[src/rtl/core/assert_macros.svh]
// Assertion helpers shared by the RTL of this block.
`ifndef ASSERT_MACROS_SVH
`define ASSERT_MACROS_SVH

// Clocked assertion, disabled while reset is asserted.
`define ASSERT_CLK(lbl, prop, msg) \
  lbl: assert property (@(posedge clk_i) disable iff (!rst_ni) (prop)) else $error(msg);

// Clocked implication checked on the next cycle.
`define ASSERT_NEXT(lbl, ante, cons, msg) \
  lbl: assert property (@(posedge clk_i) disable iff (!rst_ni) (ante) |=> (cons)) \
    else $error(msg);

`endif

[src/rtl/core/mrpt_pkg.sv]
package mrpt_pkg;

  // Width of a table base and of a base index.
  localparam int BASE_W     = 6;
  localparam int TABLE_SIZE = 12;
  localparam int IDX_W      = 4;

  typedef logic [BASE_W-1:0] base_t;

  // Fixed witness bases, used in order.
  localparam base_t BASE_TABLE [TABLE_SIZE] = '{
    6'd2, 6'd3, 6'd5, 6'd7, 6'd11, 6'd13, 6'd17, 6'd19, 6'd23, 6'd29, 6'd31, 6'd37
  };

  // Status reported by the modular multiplier to the sequencer.
  typedef struct packed {
    logic busy;
    logic done;
  } mm_stat_t;

endpackage

[src/rtl/core/mrpt_modmul.sv]
`include "assert_macros.svh"

// Bit-serial modular multiplier: one bit of b per cycle, double then add,
// each followed by a conditional subtract of the modulus.
module mrpt_modmul #(
  parameter int W = 63
) (
  input  logic              clk_i,
  input  logic              rst_ni,
  input  logic              start_i,
  input  logic [W-1:0]      a_i,
  input  logic [W-1:0]      b_i,
  input  logic [W-1:0]      n_i,
  output mrpt_pkg::mm_stat_t stat_o,
  output logic [W-1:0]      result_o
);

  localparam int CNT_W = $clog2(W + 1);

  logic [W-1:0]     r_q, r_d;
  logic [W-1:0]     a_q;
  logic [W-1:0]     b_q;
  logic [CNT_W-1:0] cnt_q;
  logic             busy_q;
  logic             done_q;

  logic [W:0]   dbl;
  logic [W-1:0] rd;
  logic [W:0]   sum;
  logic [W-1:0] rs;

  // One shift-and-add step of the product.
  always_comb begin
    dbl = {r_q, 1'b0};
    rd  = (dbl >= {1'b0, n_i}) ? W'(dbl - {1'b0, n_i}) : dbl[W-1:0];
    sum = {1'b0, rd} + {1'b0, a_q};
    rs  = (sum >= {1'b0, n_i}) ? W'(sum - {1'b0, n_i}) : sum[W-1:0];
    r_d = b_q[W-1] ? rs : rd;
  end

  // Control: busy after a start until the bit counter runs out, then a one-cycle done pulse.
  always_ff @(posedge clk_i or negedge rst_ni) begin
    if (!rst_ni) begin
      busy_q <= 1'b0;
      done_q <= 1'b0;
      cnt_q  <= '0;
    end else begin
      done_q <= 1'b0;
      if (start_i && !busy_q) begin
        busy_q <= 1'b1;
        cnt_q  <= CNT_W'(W);
      end else if (busy_q) begin
        cnt_q <= cnt_q - CNT_W'(1);
        if (cnt_q == CNT_W'(1)) begin
          busy_q <= 1'b0;
          done_q <= 1'b1;
        end
      end
    end
  end

  // Datapath registers.
  always_ff @(posedge clk_i) begin
    if (start_i && !busy_q) begin
      r_q <= '0;
      a_q <= a_i;
      b_q <= b_i;
    end else if (busy_q) begin
      r_q <= r_d;
      b_q <= {b_q[W-2:0], 1'b0};
    end
  end

  assign stat_o.busy = busy_q;
  assign stat_o.done = done_q;
  assign result_o    = r_q;

  `ASSERT_CLK(a_mm_reduced, !done_q || (r_q < n_i), "modmul result not below modulus")

endmodule

[src/rtl/core/miller_rabin_primality_test_unit.sv]
// Miller-Rabin primality test. Each transaction on the input stream carries
// one unsigned candidate; one transaction on the output stream later says
// whether it is prime. The block handles one candidate at a time and is not
// ready while it works. All modular products run on one shared bit-serial
// modular multiplier. A base needs one or two products per bit of the odd
// part of n-1 for the power and one squaring per remaining bit of n-1, so at
// most about 2*log2(n) products; even inputs and inputs below 2 need none.
// The result is exact below about 3.8e18 and a strong-probable-prime
// verdict above that.
module miller_rabin_primality_test_unit #(
  parameter int VALUE_WIDTH = 63,
  parameter int NUM_BASES   = 9
) (
  input  logic                                 clk_i,
  input  logic                                 rst_ni,
  input  logic                                 s_axis_tvalid,
  output logic                                 s_axis_tready,
  // tdata: candidate (VALUE_WIDTH bits), then zero fill
  input  logic [((VALUE_WIDTH+7)/8)*8-1:0]     s_axis_tdata,
  output logic                                 m_axis_tvalid,
  input  logic                                 m_axis_tready,
  // tdata: is_prime (bit 0), then zero fill
  output logic [7:0]                           m_axis_tdata
);

  localparam int W  = VALUE_WIDTH;
  localparam int NB = (NUM_BASES < 1) ? 1 :
                      ((NUM_BASES > mrpt_pkg::TABLE_SIZE) ? mrpt_pkg::TABLE_SIZE : NUM_BASES);
  localparam int IW = mrpt_pkg::IDX_W;

  localparam logic [3:0] S_IDLE     = 4'd0;
  localparam logic [3:0] S_CHECK    = 4'd1;
  localparam logic [3:0] S_FIND_D   = 4'd2;
  localparam logic [3:0] S_BASE     = 4'd3;
  localparam logic [3:0] S_REDUCE   = 4'd4;
  localparam logic [3:0] S_POW      = 4'd5;
  localparam logic [3:0] S_WAIT_ACC = 4'd6;
  localparam logic [3:0] S_WAIT_X   = 4'd7;
  localparam logic [3:0] S_SQ       = 4'd8;
  localparam logic [3:0] S_WAIT_SQ  = 4'd9;
  localparam logic [3:0] S_DONE     = 4'd10;

  logic [3:0]    state_q, state_d;
  logic [W-1:0]  n_q, d_q, e_q, t_q, acc_q, x_q;
  logic [IW-1:0] idx_q;
  logic          verdict_q;
  logic          out_valid_q, out_bit_q;

  logic [W-1:0]  nm1;
  logic [W-1:0]  base_ext;
  logic          mm_start;
  logic [W-1:0]  mm_a, mm_b, mm_res;
  mrpt_pkg::mm_stat_t mm_stat;

  assign nm1      = n_q - W'(1);
  assign base_ext = {{(W-mrpt_pkg::BASE_W){1'b0}}, mrpt_pkg::BASE_TABLE[idx_q]};

  // Shared modular multiplier.
  mrpt_modmul #(.W(W)) u_modmul (
    .clk_i    (clk_i),
    .rst_ni   (rst_ni),
    .start_i  (mm_start),
    .a_i      (mm_a),
    .b_i      (mm_b),
    .n_i      (n_q),
    .stat_o   (mm_stat),
    .result_o (mm_res)
  );

  // Sequencer next state and multiplier requests.
  always_comb begin
    state_d  = state_q;
    mm_start = 1'b0;
    mm_a     = x_q;
    mm_b     = x_q;
    case (state_q)
      S_IDLE: begin
        if (s_axis_tvalid) state_d = S_CHECK;
      end
      S_CHECK: begin
        if ((n_q < W'(2)) || ((n_q != W'(2)) && !n_q[0])) state_d = S_DONE;
        else state_d = S_FIND_D;
      end
      S_FIND_D: begin
        if ((d_q == '0) || d_q[0]) state_d = S_BASE;
      end
      S_BASE: begin
        if (n_q == base_ext) state_d = S_DONE;
        else state_d = S_REDUCE;
      end
      S_REDUCE: begin
        if (x_q < n_q) state_d = S_POW;
      end
      S_POW: begin
        if (e_q == '0) begin
          state_d = S_SQ;
        end else if (e_q[0]) begin
          mm_start = 1'b1;
          mm_a     = acc_q;
          state_d  = S_WAIT_ACC;
        end else begin
          mm_start = 1'b1;
          state_d  = S_WAIT_X;
        end
      end
      S_WAIT_ACC: begin
        if (mm_stat.done) begin
          mm_start = 1'b1;
          state_d  = S_WAIT_X;
        end
      end
      S_WAIT_X: begin
        if (mm_stat.done) state_d = S_POW;
      end
      S_SQ: begin
        if ((t_q != nm1) && (acc_q != W'(1)) && (acc_q != nm1)) begin
          mm_start = 1'b1;
          mm_a     = acc_q;
          mm_b     = acc_q;
          state_d  = S_WAIT_SQ;
        end else if (((acc_q != nm1) && !t_q[0]) || (idx_q == IW'(NB - 1))) begin
          state_d = S_DONE;
        end else begin
          state_d = S_BASE;
        end
      end
      S_WAIT_SQ: begin
        if (mm_stat.done) state_d = S_SQ;
      end
      S_DONE: begin
        if (!out_valid_q || m_axis_tready) state_d = S_IDLE;
      end
      default: state_d = S_IDLE;
    endcase
  end

  // Control registers.
  always_ff @(posedge clk_i or negedge rst_ni) begin
    if (!rst_ni) begin
      state_q     <= S_IDLE;
      out_valid_q <= 1'b0;
    end else begin
      state_q <= state_d;
      if (state_q == S_DONE && (!out_valid_q || m_axis_tready)) begin
        out_valid_q <= 1'b1;
      end else if (m_axis_tready) begin
        out_valid_q <= 1'b0;
      end
    end
  end

  // Datapath registers of the sequencer.
  always_ff @(posedge clk_i) begin
    case (state_q)
      S_IDLE: begin
        n_q <= s_axis_tdata[W-1:0];
      end
      S_CHECK: begin
        verdict_q <= 1'b0;
        d_q       <= nm1;
        idx_q     <= '0;
      end
      S_FIND_D: begin
        if ((d_q != '0) && !d_q[0]) d_q <= d_q >> 1;
      end
      S_BASE: begin
        verdict_q <= (n_q == base_ext);
        x_q       <= base_ext;
        acc_q     <= W'(1);
        e_q       <= d_q;
        t_q       <= d_q;
      end
      S_REDUCE: begin
        if (x_q >= n_q) x_q <= x_q - n_q;
      end
      S_WAIT_ACC: begin
        if (mm_stat.done) acc_q <= mm_res;
      end
      S_WAIT_X: begin
        if (mm_stat.done) begin
          x_q <= mm_res;
          e_q <= e_q >> 1;
        end
      end
      S_SQ: begin
        if (!((t_q != nm1) && (acc_q != W'(1)) && (acc_q != nm1))) begin
          if ((acc_q != nm1) && !t_q[0]) begin
            verdict_q <= 1'b0;
          end else begin
            verdict_q <= 1'b1;
            idx_q     <= idx_q + IW'(1);
          end
        end
      end
      S_WAIT_SQ: begin
        if (mm_stat.done) begin
          acc_q <= mm_res;
          t_q   <= t_q << 1;
        end
      end
      default: begin
      end
    endcase
    if (state_q == S_DONE && (!out_valid_q || m_axis_tready)) out_bit_q <= verdict_q;
  end

  assign s_axis_tready = (state_q == S_IDLE);
  assign m_axis_tvalid = out_valid_q;
  assign m_axis_tdata  = {7'd0, out_bit_q};

  `ASSERT_CLK(a_idle_mm_free, !s_axis_tready || !mm_stat.busy,
              "multiplier busy while accepting a candidate")
  `ASSERT_CLK(a_done_in_wait, !mm_stat.done || (state_q == S_WAIT_ACC) ||
              (state_q == S_WAIT_X) || (state_q == S_WAIT_SQ),
              "multiplier result outside a wait state")
  `ASSERT_NEXT(a_start_busy, mm_start && !mm_stat.busy, mm_stat.busy,
               "multiplier did not start")

endmodule

[config.mk]
export PLATFORM = sky130hd
export DESIGN_NAME = miller_rabin_primality_test_unit
export DESIGN_NICKNAME = d
export VERILOG_FILES = /design/src/rtl/core/mrpt_pkg.sv /design/src/rtl/core/mrpt_modmul.sv /design/src/rtl/core/miller_rabin_primality_test_unit.sv
export VERILOG_INCLUDE_DIRS = /design/src /design/src/rtl/core
export SDC_FILE = /design/constraint.sdc
export NUM_CORES = 2
export LEC_CHECK = 0
export ABC_CLOCK_PERIOD_IN_PS = 12200
export BUFFER_PORTS_ARGS = -buffer_cell sky130_fd_sc_hd__buf_2
export CORE_AREA = 2 2 303 305
export DETAILED_ROUTE_END_ITERATION = 12
export DIE_AREA = 0 0 305 307
export PLACE_DENSITY = 0.64
export SKIP_CTS_REPAIR_TIMING = 1
export SYNTH_ARGS = -nofsm -noshare
export SYNTH_HDL_FRONTEND = slang
export SYNTH_SLANG_ARGS = --single-unit
[constraint.sdc]
create_clock -name clk_i -period 12.2 [get_ports clk_i]
set_input_delay 1.22 -clock clk_i [delete_from_list [all_inputs] [get_ports clk_i]]
set_output_delay 1.22 -clock clk_i [all_outputs]
set_load 0.01 [all_outputs]
==> results.json <==
{
  "io_buffers": 69,
  "chipHeight_um": 307,
  "vias": 39900,
  "worst_setup_path_end_kind": "register",
  "drive_gt1_share_pct": 8.31,
  "core-area_sq_mm": 0.0907,
  "grt_max_degree": 86,
  "drt_drc_violations_left": 0,
  "worstPathMaxFanout": 74,
  "root_buffer": "clkbuf_16",
  "synth-seq-cells": 586,
  "tritoncts": "yes",
  "rsz0062_at_grt": "no",
  "cpPeakStageDelay_ps": 660,
  "hp-class": "reg -> reg",
  "crit_type": "reg -> reg",
  "cp-start-kind": "register",
  "cts_max_level": 2,
  "synth_cell_type_count": 99,
  "async_flop_share_pct": 2.22,
  "final_common_cell": "nand2_1",
  "cp.arrival_ps": 12080,
  "final_cell_mix": "nand2_1 (522), edfxtp_1 (510), a21oi_1 (387), nor2_1 (371)",
  "clk_latency_ps": 660,
  "final.setup.tns_ps": 0,
  "wl_per_cell_um": 27.7,
  "drv_slew": 0,
  "grt_pass1_wl_mm": 246,
  "fmax_ghz": 0.0869,
  "grt_pass1_vias": 37300,
  "tightest_slew_ps": 1260,
  "status": "finished, final reports clean",
  "slowest_stage": "edfxtp_1",
  "cts.sinks": 586,
  "numCtsBuffers": 60,
  "syn_avg_cell_area_sq_um": 9.05,
  "fin_nets": 5233,
  "ys.flop_type": "edfxtp_1",
  "maxCapViolCount": 0,
  "finalHoldViolCount": 0,
  "relSlewSlack_pct": 15.2,
  "setup_violations": 0,
  "globalplace.congestion": 0.988,
  "required_ps": 12780,
  "grt-ovfl-total": 0,
  "dieArea_sq_mm": 0.0936,
  "period_minus_slack_ps": 11500,
  "vias_per_cell": 6.50,
  "antenna_found_initial": 3,
  "synth_edf_count": 510,
  "pin_count": 78,
  "die_x_um": 305,
  "rows": 111,
  "initial_core_util_pct": 49.4,
  "syn_area_sq_mm": 0.0448,
  "ys_warn_count": 0,
  "post-route-period-util_pct": 94.3,
  "ys_seq_area_share_pct": 37.7,
  "skew_ps": 28.8,
  "netlist_instances": 4952,
  "syn_to_final_growth_pct": 7.71,
  "drt_iter0_drc": 4931,
  "drt_pass1_iterations": 6,
  "grt_usage_pct": 35.3,
  "routed_wl_mm": 170,
  "clk_pin_slew_ps": 60,
  "clockBufferDepth": 3,
  "final_antenna_net_count": 0,
  "place_hpwl_mm": 133
}
[cells in the mapped netlist (15+ instances only)]
master	instances	area share, %
nand4_1	114	1.6
o22ai_1	126	1.8
xnor2_1	248	4.8
nand2_1	525	4.4
nand3_1	111	1.2
or3_1	25	0.35
a31oi_1	48	0.67
dfxtp_1	63	2.8
mux2i_1	23	0.51
nor2b_1	54	0.75
mux2_2	84	2.1
a221oi_1	15	0.29
nand2b_1	44	0.61
and3_1	40	0.56
ha_1	261	7.3
inv_1	206	1.7
o31ai_1	21	0.35
a21oi_1	388	4.3
a21o_1	153	2.6
o21bai_1	53	0.89
a2bb2oi_1	67	1.3
o21ai_0	262	2.9
clkbuf_1	230	1.9
a211oi_1	34	0.57
and2_1	31	0.43
nor4_1	85	1.2
nor3_1	90	1.0
nor2_1	375	3.1
or4_1	16	0.27
mux2_1	54	1.4
o2111ai_1	18	0.35
edfxtp_1	510	34
xor2_1	142	2.8
o211ai_1	63	1.1
o21a_1	38	0.64
[final timing paths]
check	from	endpoint	slack, ps	depth (start not counted)
max	n_q[9]$_DFFE_PP_	u_modmul.result_o[3]$_SDFFE_PP0P_	700	36
min	verdict_q$_DFFE_PP_	out_bit_q$_DFFE_PP_	430	0
max reg2reg	n_q[9]$_DFFE_PP_	u_modmul.result_o[3]$_SDFFE_PP0P_	700	36
min reg2reg	verdict_q$_DFFE_PP_	out_bit_q$_DFFE_PP_	430	0
max in group asynchronous	rst_ni	state_q[2]$_DFFE_PN0P_	11450	1
min in group asynchronous	rst_ni	u_modmul.cnt_q[5]$_DFFE_PN0P_	470	1
[worst max-delay path, delay by kind of cell, from the launching register on]
family | cells | cell delay, ps
AOI/OAI and AO/OA | 16 | 5490
xor gates and xnor gates | 1 | 190
adders and majority gates | 3 | 1300
buffers and inverters | 5 | 1110
DFF | 1 | 660
muxes | 1 | 250
and+or+nand+nor | 10 | 2300
[cells by family after synthesis]
| logic type | count (synthesis) | share of synthesized area (%) |
|---|---|---|
| flops | 586 | 37.7 |
| other cells | 1 | 0.00837 |
| simple gates | 1591 | 17.2 |
| compound gates | 1475 | 21.6 |
| mux | 161 | 3.98 |
| xor+xnor | 393 | 7.77 |
| fa+ha+maj | 265 | 7.46 |
| buf+inv | 480 | 4.22 |
[per-layer routing]
metal | GRT usage [%] | part of all wire [%] | up-vias | routed length, um
li1 | - | - | 18400 | -
met1 | 51.5 | 44 | 19300 | 75700
met2 | 52.5 | 42 | 1865 | 71700
met3 | 4.79 | 8.7 | 273 | 14800
met4 | 15.1 | 4.7 | 0 | 8000
met5 | 0 | 0 | - | 0
[sequential cells by signal (all words and copies together), names as in the netlist, 4 cells and up]
| register | flops |
|---|---|
| u_modmul.cnt_q | 6 |
| acc_q | 63 |
| state_q | 4 |
| u_modmul.b_q | 63 |
| idx_q | 4 |
| n_q | 63 |
| u_modmul.result_o | 63 |
| t_q | 63 |
| d_q | 63 |
| e_q | 63 |
| u_modmul.a_q | 63 |
| x_q | 63 |
[per-stage QoR]
| step | std cells | utilization [%] | cell area (sq um) | hold slack, ps | setup slack (ps) |
|---|---|---|---|---|---|
| after floorplan | 4958 | - | 44800 | 400 | 2610 |
| after global placement | 6024 | 51.1 | 46300 | 430 | 1170 |
| after detailed placement | 6024 | 51.1 | 46300 | 410 | 1100 |
| after CTS | 6134 | 53.2 | 48300 | 429 | 1070 |
| after global routing | 6134 | 53.2 | 48300 | 445 | 293 |
| final | 6136 | 53.2 | 48300 | 426 | 699 |
[cell type report]
cell class	count	area, sq um
clock buffer	66	1550
timing repair buffer	151	986
antenna	2	5.00
sequential	586	16900
multi-input combinational	3892	26200
clock inverter	44	404
tap	1186	1480
inverter	209	791
fill	8484	42400
Power is not shown: default switching activity piles up to over one toggle a cycle in this logic, so the estimate is an artifact.
